**config.mk**
```make
export PLATFORM = sky130hd
export DESIGN_NAME = tty_line_discipline_rx_queue
export DESIGN_NICKNAME = d
export VERILOG_FILES = /design/src/design/ttyq_pkg.sv /design/src/design/tty_line_discipline_rx_queue.sv /design/src/design/ttyq_cmp.sv /design/src/design/ttyq_ring.sv
export SDC_FILE = /design/constraint.sdc
export NUM_CORES = 2
export LEC_CHECK = 0
export BUFFER_PORTS_ARGS = -buffer_cell sky130_fd_sc_hd__buf_4
export CAP_MARGIN = 20
export CORE_MARGIN = 4
export CORE_UTILIZATION = 39
export CTS_BUF_LIST = sky130_fd_sc_hd__clkbuf_2
export CTS_CLUSTER_DIAMETER = 150
export CTS_CLUSTER_SIZE = 16
export DETAILED_ROUTE_END_ITERATION = 10
export PLACE_DENSITY = 0.64
export RECOVER_POWER = 100
export SYNTH_ARGS = -nofsm -noshare
export SYNTH_HDL_FRONTEND = slang
export SYNTH_HIERARCHICAL = 1
export SYNTH_SLANG_ARGS = --single-unit
```
**constraint.sdc**
```tcl
create_clock -name clk -period 13.05 [get_ports clk]
set_clock_uncertainty 0.05 [all_clocks]
set_input_delay 0 -clock clk [delete_from_list [all_inputs] [get_ports clk]]
set_output_delay 0 -clock clk [all_outputs]
set_load 0.005 [all_outputs]
```
**src/design/ttyq_pkg.sv**
```systemverilog
// Shared types and constants for the tty receive line discipline queue.
// Used by the compare unit, the byte ring and the top level; no dependencies.
`default_nettype none

package ttyq_pkg;

  // Defaults for the top-level parameters.
  localparam int RING_DEPTH_DEF = 256;
  localparam int MAX_READ_DEF   = 64;

  // Fixed field widths.
  localparam int BYTE_W      = 8;
  localparam int MAXC_W      = 7;
  localparam int DEST_W      = 2;
  localparam int LINE_W      = 9;
  localparam int CFG_INDEX_W = 3;
  localparam int CFG_DATA_W  = 8;

  localparam logic [BYTE_W-1:0] NEWLINE_CODE   = 8'd10;
  localparam logic [LINE_W-1:0] LINE_COUNT_MAX = 9'd511;

  // Destination codes on the result port.
  localparam logic [DEST_W-1:0] DEST_ECHO = 2'd0;
  localparam logic [DEST_W-1:0] DEST_DATA = 2'd1;
  localparam logic [DEST_W-1:0] DEST_NONE = 2'd2;

  // Configuration register indexes.
  localparam logic [CFG_INDEX_W-1:0] REG_CANONICAL    = 3'd0;
  localparam logic [CFG_INDEX_W-1:0] REG_ECHO_ENABLE  = 3'd1;
  localparam logic [CFG_INDEX_W-1:0] REG_ECHO_NEWLINE = 3'd2;
  localparam logic [CFG_INDEX_W-1:0] REG_EOL          = 3'd3;
  localparam logic [CFG_INDEX_W-1:0] REG_EOL2         = 3'd4;
  localparam logic [CFG_INDEX_W-1:0] REG_ERASE        = 3'd5;

  // Which reference byte the shared comparator tests against.
  typedef enum logic [1:0] {
    CMP_EOL     = 2'd0,
    CMP_EOL2    = 2'd1,
    CMP_ERASE   = 2'd2,
    CMP_NEWLINE = 2'd3
  } cmp_sel_t;

  // Programmable special characters.
  typedef struct packed {
    logic [BYTE_W-1:0] eol;
    logic [BYTE_W-1:0] eol2;
    logic [BYTE_W-1:0] erase;
  } char_set_t;

endpackage

`default_nettype wire

```
**src/design/tty_line_discipline_rx_queue.sv**
```systemverilog
// Receive line discipline queue for a serial port: incoming characters are
// echoed and stored in a byte ring, with line editing in canonical mode, and
// read requests drain the ring as a stream of result words. An item is taken
// when start is high while busy is low; busy then stays high until the item
// is finished. A received character passes the end-of-line, second
// end-of-line and erase compare steps and an action step, plus an erase
// check when it is an erase that has to look at the last stored byte; its
// echo word, if any, is registered in the action step. A read request first
// checks the queue and then returns one data word per cycle; that rate is
// set by the single read port of the ring, whose registered output is fetched
// one address ahead. A read that finds nothing ready gives a single word
// marked as empty. Every result word is shown for exactly one cycle with
// result_strobe high: the receiver cannot hold results off and must take each
// word as it comes. The ring has no clearing pass after reset, since only
// written entries are ever read.
`default_nettype none

module tty_line_discipline_rx_queue
  import ttyq_pkg::*;
#(
  parameter int RING_DEPTH = RING_DEPTH_DEF,
  parameter int MAX_READ   = MAX_READ_DEF
) (
  input  logic                   clk,
  input  logic                   rst,
  // Item port.
  input  logic                   start,
  output logic                   busy,
  input  logic                   kind,
  input  logic [BYTE_W-1:0]      rx_char,
  input  logic [MAXC_W-1:0]      max_count,
  // Configuration write port.
  input  logic                   cfg_write,
  input  logic [CFG_INDEX_W-1:0] cfg_index,
  input  logic [CFG_DATA_W-1:0]  cfg_data,
  // Result port.
  output logic                   result_strobe,
  output logic [DEST_W-1:0]      dest,
  output logic [BYTE_W-1:0]      byte_out,
  output logic                   last
);

  localparam int IW = $clog2(RING_DEPTH);
  localparam int CW = $clog2(RING_DEPTH + 1);

  localparam logic [IW-1:0]     IDX_LAST = IW'(RING_DEPTH - 1);
  localparam logic [CW-1:0]     ROOM2    = CW'(RING_DEPTH - 2);
  localparam logic [CW-1:0]     ROOM3    = CW'(RING_DEPTH - 3);
  localparam logic [MAXC_W-1:0] MAXC_SAT = MAXC_W'(MAX_READ);

  // Sequencer states. A received character walks through the three compare
  // steps, acts, then checks an erase; a read checks the queue, streams bytes.
  typedef enum logic [7:0] {
    S_IDLE      = 8'b0000_0001,
    S_EOL1      = 8'b0000_0010,
    S_EOL2      = 8'b0000_0100,
    S_ERASE     = 8'b0000_1000,
    S_ACT       = 8'b0001_0000,
    S_ERASE_CHK = 8'b0010_0000,
    S_RD_CHECK  = 8'b0100_0000,
    S_RD_DATA   = 8'b1000_0000
  } state_t;

  state_t state;

  // Configuration registers.
  logic              canonical_mode;
  logic              echo_enable;
  logic              echo_newline;
  logic [BYTE_W-1:0] eol_char;
  logic [BYTE_W-1:0] eol2_char;
  logic [BYTE_W-1:0] erase_char;

  // Queue state.
  logic [IW-1:0]     read_index;
  logic [IW-1:0]     write_index;
  logic [CW-1:0]     stored_count;
  logic [LINE_W-1:0] line_count;

  // Item being worked on.
  logic [BYTE_W-1:0] char_reg;
  logic [MAXC_W-1:0] max_reg;
  logic [MAXC_W-1:0] remaining;
  logic              is_eol;
  logic              is_erase;

  // Ring and comparator hookup.
  logic              ring_wr_en;
  logic [BYTE_W-1:0] ring_wr_data;
  logic              ring_rd_en;
  logic [IW-1:0]     ring_rd_addr;
  logic [BYTE_W-1:0] ring_rd_data;
  cmp_sel_t          cmp_sel;
  logic [BYTE_W-1:0] cmp_a;
  logic              cmp_eq;
  char_set_t         chars;

  logic [IW-1:0]     write_next;
  logic [IW-1:0]     write_prev;
  logic [IW-1:0]     read_next;
  logic              room2;
  logic              room3;
  logic              echo_go;
  logic              erase_go;
  logic              nothing_ready;
  logic [MAXC_W-1:0] maxc_eff;
  logic              rd_last;
  logic              line_done;

  assign busy = (state != S_IDLE);

  assign chars.eol   = eol_char;
  assign chars.eol2  = eol2_char;
  assign chars.erase = erase_char;

  // Ring pointer arithmetic, written to wrap at any depth.
  assign write_next = (write_index == IDX_LAST) ? '0 : write_index + 1'b1;
  assign write_prev = (write_index == '0) ? IDX_LAST : write_index - 1'b1;
  assign read_next  = (read_index == IDX_LAST) ? '0 : read_index + 1'b1;

  assign room2 = (stored_count <= ROOM2);
  assign room3 = (stored_count <= ROOM3);

  // An end-of-line character echoes under its own flag, anything else under
  // the general echo flag.
  assign echo_go  = is_eol ? echo_newline : echo_enable;
  assign erase_go = canonical_mode && !is_eol && is_erase && (stored_count != '0);

  // In canonical mode an end-of-line stores a newline with two free slots,
  // an erase stores nothing, and ordinary bytes need three free slots. Raw
  // mode stores every byte with two free slots.
  always_comb begin
    if (!canonical_mode) begin
      ring_wr_en   = room2;
      ring_wr_data = char_reg;
    end else if (is_eol) begin
      ring_wr_en   = room2;
      ring_wr_data = NEWLINE_CODE;
    end else begin
      ring_wr_en   = !is_erase && room3;
      ring_wr_data = char_reg;
    end
    if (state != S_ACT) begin
      ring_wr_en = 1'b0;
    end
  end

  // The ring's read port is fetched one step ahead: the erase check reads
  // the byte before the write index, and a read streams from read_index.
  always_comb begin
    case (state)
      S_ACT: begin
        ring_rd_en   = erase_go;
        ring_rd_addr = write_prev;
      end
      S_RD_CHECK: begin
        ring_rd_en   = 1'b1;
        ring_rd_addr = read_index;
      end
      S_RD_DATA: begin
        ring_rd_en   = 1'b1;
        ring_rd_addr = read_next;
      end
      default: begin
        ring_rd_en   = 1'b0;
        ring_rd_addr = read_index;
      end
    endcase
  end

  // The comparator tests the received character in three steps, in the
  // order end-of-line, second end-of-line, erase, and tests ring bytes
  // against the newline code.
  always_comb begin
    case (state)
      S_EOL1: begin
        cmp_sel = CMP_EOL;
        cmp_a   = char_reg;
      end
      S_EOL2: begin
        cmp_sel = CMP_EOL2;
        cmp_a   = char_reg;
      end
      S_ERASE: begin
        cmp_sel = CMP_ERASE;
        cmp_a   = char_reg;
      end
      default: begin
        cmp_sel = CMP_NEWLINE;
        cmp_a   = ring_rd_data;
      end
    endcase
  end

  assign maxc_eff      = (max_reg > MAXC_SAT) ? MAXC_SAT : max_reg;
  assign nothing_ready = (stored_count == '0) || (canonical_mode && (line_count == '0)) ||
                         (maxc_eff == '0);

  // A streamed byte ends the read when the request is satisfied, when the
  // ring runs dry, or in canonical mode when it is the stored newline.
  assign rd_last   = (remaining == MAXC_W'(1)) || (stored_count == CW'(1)) ||
                     (canonical_mode && cmp_eq);
  // The whole line has been read when its newline went out or, for a line
  // without a newline, when every stored byte went out.
  assign line_done = canonical_mode && (cmp_eq || (stored_count == CW'(1)));

  ttyq_cmp u_cmp (
    .a     (cmp_a),
    .sel   (cmp_sel),
    .chars (chars),
    .eq    (cmp_eq)
  );

  ttyq_ring #(
    .DEPTH (RING_DEPTH)
  ) u_ring (
    .clk     (clk),
    .wr_en   (ring_wr_en),
    .wr_addr (write_index),
    .wr_data (ring_wr_data),
    .rd_en   (ring_rd_en),
    .rd_addr (ring_rd_addr),
    .rd_data (ring_rd_data)
  );

  // Item and result payload registers; no reset needed.
  always_ff @(posedge clk) begin
    case (state)
      S_IDLE: begin
        if (start) begin
          char_reg <= rx_char;
          max_reg  <= max_count;
        end
      end
      S_EOL1:  is_eol   <= cmp_eq;
      S_EOL2:  is_eol   <= is_eol | cmp_eq;
      S_ERASE: is_erase <= cmp_eq;
      S_ACT: begin
        dest     <= DEST_ECHO;
        byte_out <= char_reg;
        last     <= 1'b1;
      end
      S_RD_CHECK: begin
        remaining <= maxc_eff;
        dest      <= DEST_NONE;
        byte_out  <= '0;
        last      <= 1'b1;
      end
      S_RD_DATA: begin
        remaining <= remaining - 1'b1;
        dest      <= DEST_DATA;
        byte_out  <= ring_rd_data;
        last      <= rd_last;
      end
      default: begin
      end
    endcase
  end

  // Control state, queue state and configuration.
  always_ff @(posedge clk) begin
    if (rst) begin
      state          <= S_IDLE;
      result_strobe  <= 1'b0;
      read_index     <= '0;
      write_index    <= '0;
      stored_count   <= '0;
      line_count     <= '0;
      canonical_mode <= 1'b1;
      echo_enable    <= 1'b1;
      echo_newline   <= 1'b0;
      eol_char       <= 8'd10;
      eol2_char      <= 8'd13;
      erase_char     <= 8'd127;
    end else begin
      result_strobe <= 1'b0;

      if (cfg_write) begin
        case (cfg_index)
          REG_CANONICAL:    canonical_mode <= cfg_data[0];
          REG_ECHO_ENABLE:  echo_enable    <= cfg_data[0];
          REG_ECHO_NEWLINE: echo_newline   <= cfg_data[0];
          REG_EOL:          eol_char       <= cfg_data;
          REG_EOL2:         eol2_char      <= cfg_data;
          REG_ERASE:        erase_char     <= cfg_data;
          default: begin
          end
        endcase
      end

      case (state)
        S_IDLE: begin
          if (start) begin
            state <= kind ? S_RD_CHECK : S_EOL1;
          end
        end
        S_EOL1:  state <= S_EOL2;
        S_EOL2:  state <= S_ERASE;
        S_ERASE: state <= S_ACT;
        S_ACT: begin
          result_strobe <= echo_go;
          if (ring_wr_en) begin
            write_index  <= write_next;
            stored_count <= stored_count + 1'b1;
          end
          // A canonical end-of-line counts a line up to LINE_COUNT_MAX,
          // even when its newline found no room in the ring.
          if (canonical_mode && is_eol && (line_count != LINE_COUNT_MAX)) begin
            line_count <= line_count + 1'b1;
          end
          state <= erase_go ? S_ERASE_CHK : S_IDLE;
        end
        S_ERASE_CHK: begin
          // An erase never reaches back past a completed line.
          if (!cmp_eq) begin
            write_index  <= write_prev;
            stored_count <= stored_count - 1'b1;
          end
          state <= S_IDLE;
        end
        S_RD_CHECK: begin
          if (nothing_ready) begin
            result_strobe <= 1'b1;
            state         <= S_IDLE;
          end else begin
            state <= S_RD_DATA;
          end
        end
        S_RD_DATA: begin
          result_strobe <= 1'b1;
          read_index    <= read_next;
          stored_count  <= stored_count - 1'b1;
          if (rd_last) begin
            if (line_done && (line_count != '0)) begin
              line_count <= line_count - 1'b1;
            end
            state <= S_IDLE;
          end
        end
        default: state <= S_IDLE;
      endcase
    end
  end

  // The fill level never exceeds the ring depth.
  assert property (@(posedge clk) disable iff (rst)
    stored_count <= CW'(RING_DEPTH))
    else $error("ring fill level above depth");

  // An accepted item always makes the block busy on the next cycle.
  assert property (@(posedge clk) disable iff (rst)
    (start && !busy) |=> busy)
    else $error("accepted item did not start work");

  // The final word of an item is never followed directly by another word.
  assert property (@(posedge clk) disable iff (rst)
    (result_strobe && last) |=> !result_strobe)
    else $error("result word right after a final word");

  // Streaming a byte always has a stored byte behind it.
  assert property (@(posedge clk) disable iff (rst)
    (state == S_RD_DATA) |-> (stored_count != '0))
    else $error("read streamed from an empty ring");

endmodule

`default_nettype wire

```
**src/design/ttyq_cmp.sv**
```systemverilog
// Shared byte comparator of the line discipline sequencer.
// Depends on ttyq_pkg for the select codes and the special character set.
`default_nettype none

module ttyq_cmp
  import ttyq_pkg::*;
(
  input  logic [BYTE_W-1:0] a,
  input  cmp_sel_t          sel,
  input  char_set_t         chars,
  output logic              eq
);

  logic [BYTE_W-1:0] ref_byte;

  always_comb begin
    case (sel)
      CMP_EOL:     ref_byte = chars.eol;
      CMP_EOL2:    ref_byte = chars.eol2;
      CMP_ERASE:   ref_byte = chars.erase;
      CMP_NEWLINE: ref_byte = NEWLINE_CODE;
      default:     ref_byte = NEWLINE_CODE;
    endcase
  end

  assign eq = (a == ref_byte);

endmodule

`default_nettype wire

```
**src/design/ttyq_ring.sv**
```systemverilog
// Byte ring storage: one write port and one read port with registered data.
// Depends on ttyq_pkg for the byte width and the default depth.
`default_nettype none

module ttyq_ring
  import ttyq_pkg::*;
#(
  parameter int DEPTH = RING_DEPTH_DEF,
  localparam int AW   = $clog2(DEPTH)
) (
  input  logic              clk,
  input  logic              wr_en,
  input  logic [AW-1:0]     wr_addr,
  input  logic [BYTE_W-1:0] wr_data,
  input  logic              rd_en,
  input  logic [AW-1:0]     rd_addr,
  output logic [BYTE_W-1:0] rd_data
);

  logic [BYTE_W-1:0] mem [DEPTH];

  always_ff @(posedge clk) begin
    if (wr_en) begin
      mem[wr_addr] <= wr_data;
    end
    if (rd_en) begin
      rd_data <= mem[rd_addr];
    end
  end

endmodule

`default_nettype wire

```
==> reports/metrics.csv <==
stage;metric;value;unit
global_routing;global-route usage over all layers;0.1855;
routing;routed wire length;215600;um
synthesis;Seq/Total Area, Yosys;0.7484;
setup_path;crit end category;flop;
floorplan;Initial Utilization;0.3934;
clocking;htree depth;4;
synthesis;Post-Syn Area per Cell;19.35;um2
pwr;register share of total power;0.750;
global_routing;grt ovf;0;
synthesis;FFs w/ async S/R, synth;0;
pwr;Psw;2.119;mW
global_routing;pin count of the biggest net entering global routing;201;
floorplan;I/O pin count;44;
routing;DRC viols;0;
timing;Slew headroom;-2.394;
floorplan;FP Rows;171;
clocking;CTS tree;built;
synthesis;top cell type by total area after synthesis;edfxtp_1;
clocking;Sink Count;2161;
clocking;CTS root buf;clkbuf_2;
floorplan;DIE WIDTH;477.0;um
timing;Slew @ Worst Pin;5.091;ns
floorplan;Die ar.;227500;um2
global_routing;vias in the first global route;43804;
synthesis;Cell Area, Synth;85770;um2
timing;final-report hold violation count;0;
layout;Area growth syn-to-layout;6.436;%
timing;Setup Viol. Count Final;0;
synthesis;Synth warnings;6;
synthesis;Synth Flop Type;edfxtp_1;
timing;RSZ-0062 raised after global routing;no;
place;IO buf count;43;
min_path;Hold Path Class;input pin to flop;
routing;WL/cell;28.73;um
routing;Post-DRT Antenna Nets;0;
timing;Max Fclk;108.8;MHz
clocking;Clock transition at path regs;0.32;ns
setup_path;cell family with most CP delay;buffers and inverters;
floorplan;Core Area;218000;um2
timing;setup TNS;0;ns
clocking;clk_lat worst skew;1.86;ns
pwr;Pleak;26.58;nW
layout;fin nets;4661;
synthesis;synthesized instance count;4432;
clocking;deepest clock path buffer count;3;
synthesis;synthesis-stage register bit count;2161;
run;number of max-cap violations;35;
layout;top flop regs;u_ring/mem (2048), line_count (9), stored_count (9);
global_routing;wire length of the first global-routing pass;311800;um
timing;minimum clock period;9.192;ns
setup_path;maximum fanout along the worst path;36;
setup_path;Critical Path RT;14.56;ns
clocking;post-cts repair resize count;0;
layout;fillers;18865;
clocking;post-CTS setup repair buffer count;0;
pwr;Pwr Density;111.5;nW/um2
outcome;outcome;finished with violations;
timing;Pins Over Slew Limit;2051;
pwr;Max rail drop VDD;0.09055;mV
synthesis;top post-synthesis cells by area;edfxtp_1, mux4_2, mux2i_1;
pwr;internal power;8.058;mW
layout;max reg flops;2048;
place;routability cong.;0.8315;
layout;fin cells;7502;
setup_path;CP Launch Type;flop;
pwr;clock power share;0.233;
layout;Top reg by flops;u_ring/mem;
routing;post-DR vias/cell;5.919;
routing;via count;44407;
place;dpl hpwl;129200;um
setup_path;Critical Path Slowest Stage Cell;clkbuf_1;
setup_path;crit path cell chain;nor4_1, nand4b_1, clkbuf_1, a31o_2, nor2_1, a211o_4, clkbuf_1, buf_4, mux4_2, mux4_2, nor2_1, a2111oi_0, buf_4, nor3_1, nor4_2;
clocking;CTS Buf Count;153;
setup_path;Worst path max stage delay;2.39;ns
setup_path;Crit Path Class;flop to flop;
pwr;Comb power frac;0.018;
synthesis;post-synth net total;4482;
pwr;switching share of power;0.2082;
synthesis;top cell type's share of synthesized area;0.7321;
layout;share of layout cells above drive strength 1;0.1681;
clocking;Post-CTS Hold Buffers;153;
routing;1st-pass router iterations;5;
synthesis;Synth cell types;85;
setup_path;Worst Path Buf+Inv;4;
setup_path;critical path arrival;10.71;ns
synthesis;EDFF count, synth;2091;
outcome;failing checks;max-capacitance violations, max-slew violations;
place;Placed Cells;7153;
floorplan;Die Y-Extent;477.0;um
routing;DRT iter0 DRCs;5854;
global_routing;initial antenna violation count;12;
timing;final period utilization;0.7044;
## worst reg2reg max path, delay by kind of cell (launching register included)
kind	cells	cell delay [ns]
AO/OA/AOI/OAI	3	1.10
multiplexers	2	1.12
buffers and inverters	4	4.01
flip-flops	1	0.44
AND/OR/NAND/NOR	6	2.25
## logic make-up after synthesis
group	share of synthesized area
xor gates and xnor gates	0.002859
adders and majority gates	0.002859
DFF	0.7484
muxes	0.1398
buffers and inverters	0.01981
and+or+nand+nor	0.04429
AOI/OAI and AO/OA	0.04201
## Yosys cell counts, drive strengths merged, types with 13 or more instances
cell and number:
edfxtp 2091, mux4 457, nor2 337, mux2i 154, a21oi 136, buf 135, a22oi 133, clkbuf 133
nand2 121, dfxtp 70, nand3 69, o221ai 53, o21ai 51, nor2b 46, nor3 39, nor4 35
o22ai 35, nand2b 27, inv 23, a211oi 20, o211ai 20, ha 18, a22o 17, a221oi 16
nand4 15, xnor2 15, and2 13, mux2 13, nand3b 13, nor3b 13, xor2 13
## path summary, 6_finish.rpt
path / end / cells past startpoint / start / slack [ns]
max: u_ring/rd_data[2] / 15 / state[2] / 3.86
max reg2reg: u_ring/rd_data[2] / 15 / state[2] / 3.86
min reg2reg: eol_char[6] / 2 / eol_char[6] / 0.45
min: echo_newline / 7 / cfg_index[1] / 0.39
## layout by cell type (no fill, tap or decap), types with 23 or more instances in the layout
cell type      Yosys  routed
nand3_1           69      66
dfxtp_1           70      70
a22oi_1          133     133
mux2i_1          154     154
mux4_2           455     455
clkbuf_2           0     175
o22ai_1           35      35
nor4_1            29      28
inv_1             23      23
clkbuf_1         133      51
dlygate4sd3_1      0     152
edfxtp_1        2091    2091
buf_4             27      59
nand2_1          121     121
o221ai_1          52      52
nor2b_1           46      43
a21oi_1          136     136
nor3_1            38      37
o21ai_0           49      48
nand2b_1          27      27
nor2_1           336     333
## stage by stage
| stage | utilization | worst slack (ns) | power, mW | hold slack (ns) | instance area (um2) |
|---|---|---|---|---|---|
| final | 0.4187 | 3.858 | 10.18 | 0.3901 | 91290 |
| after global routing | 0.4187 | 3.064 | 10.53 | 0.2508 | 91290 |
| after CTS | 0.4196 | 5.856 | 10.25 | 0.005054 | 91490 |
| after detailed placement | 0.4080 | 5.974 | 7.913 | 0.1299 | 88960 |
| after global placement | 0.4079 | 5.952 | 7.905 | 0.1305 | 88940 |
| after floorplan | - | 8.206 | 7.854 | 0.02931 | 85770 |
## power groups by stage
stage,Clock (mW),Combinational (mW),Sequential [mW]
6_report,2.37,0.183,7.63
4_1_cts,2.46,0.185,7.61
5_1_grt,2.70,0.197,7.63
3_5_place_dp,0,0.153,7.76
3_3_place_gp,0,0.145,7.76
2_1_floorplan,0,0.0730,7.78
## routing by layer
layer,routed length [um],vias up,track usage
li1,-,18428,-
met1,88400,23527,0.2657
met2,100800,2153,0.2886
met3,19430,293,0.03401
met4,6887,6,0.05961
met5,31,-,0
## layout make-up
cell class / instances / area (um2) / area share
inverter: 25 / 93.84 / 0.001028
multi-input combinational: 1978 / 19950 / 0.2186
clock inverter: 10 / 102.6 / 0.001124
sequential: 2161 / 64190 / 0.7032
antenna: 7 / 17.52 / 0.0001919
tap: 2854 / 3571 / 0.03912
clock buffer: 175 / 875.8 / 0.009594
timing repair buffer: 292 / 2486 / 0.02723
Note: power is estimated with default switching activity, not from simulation.
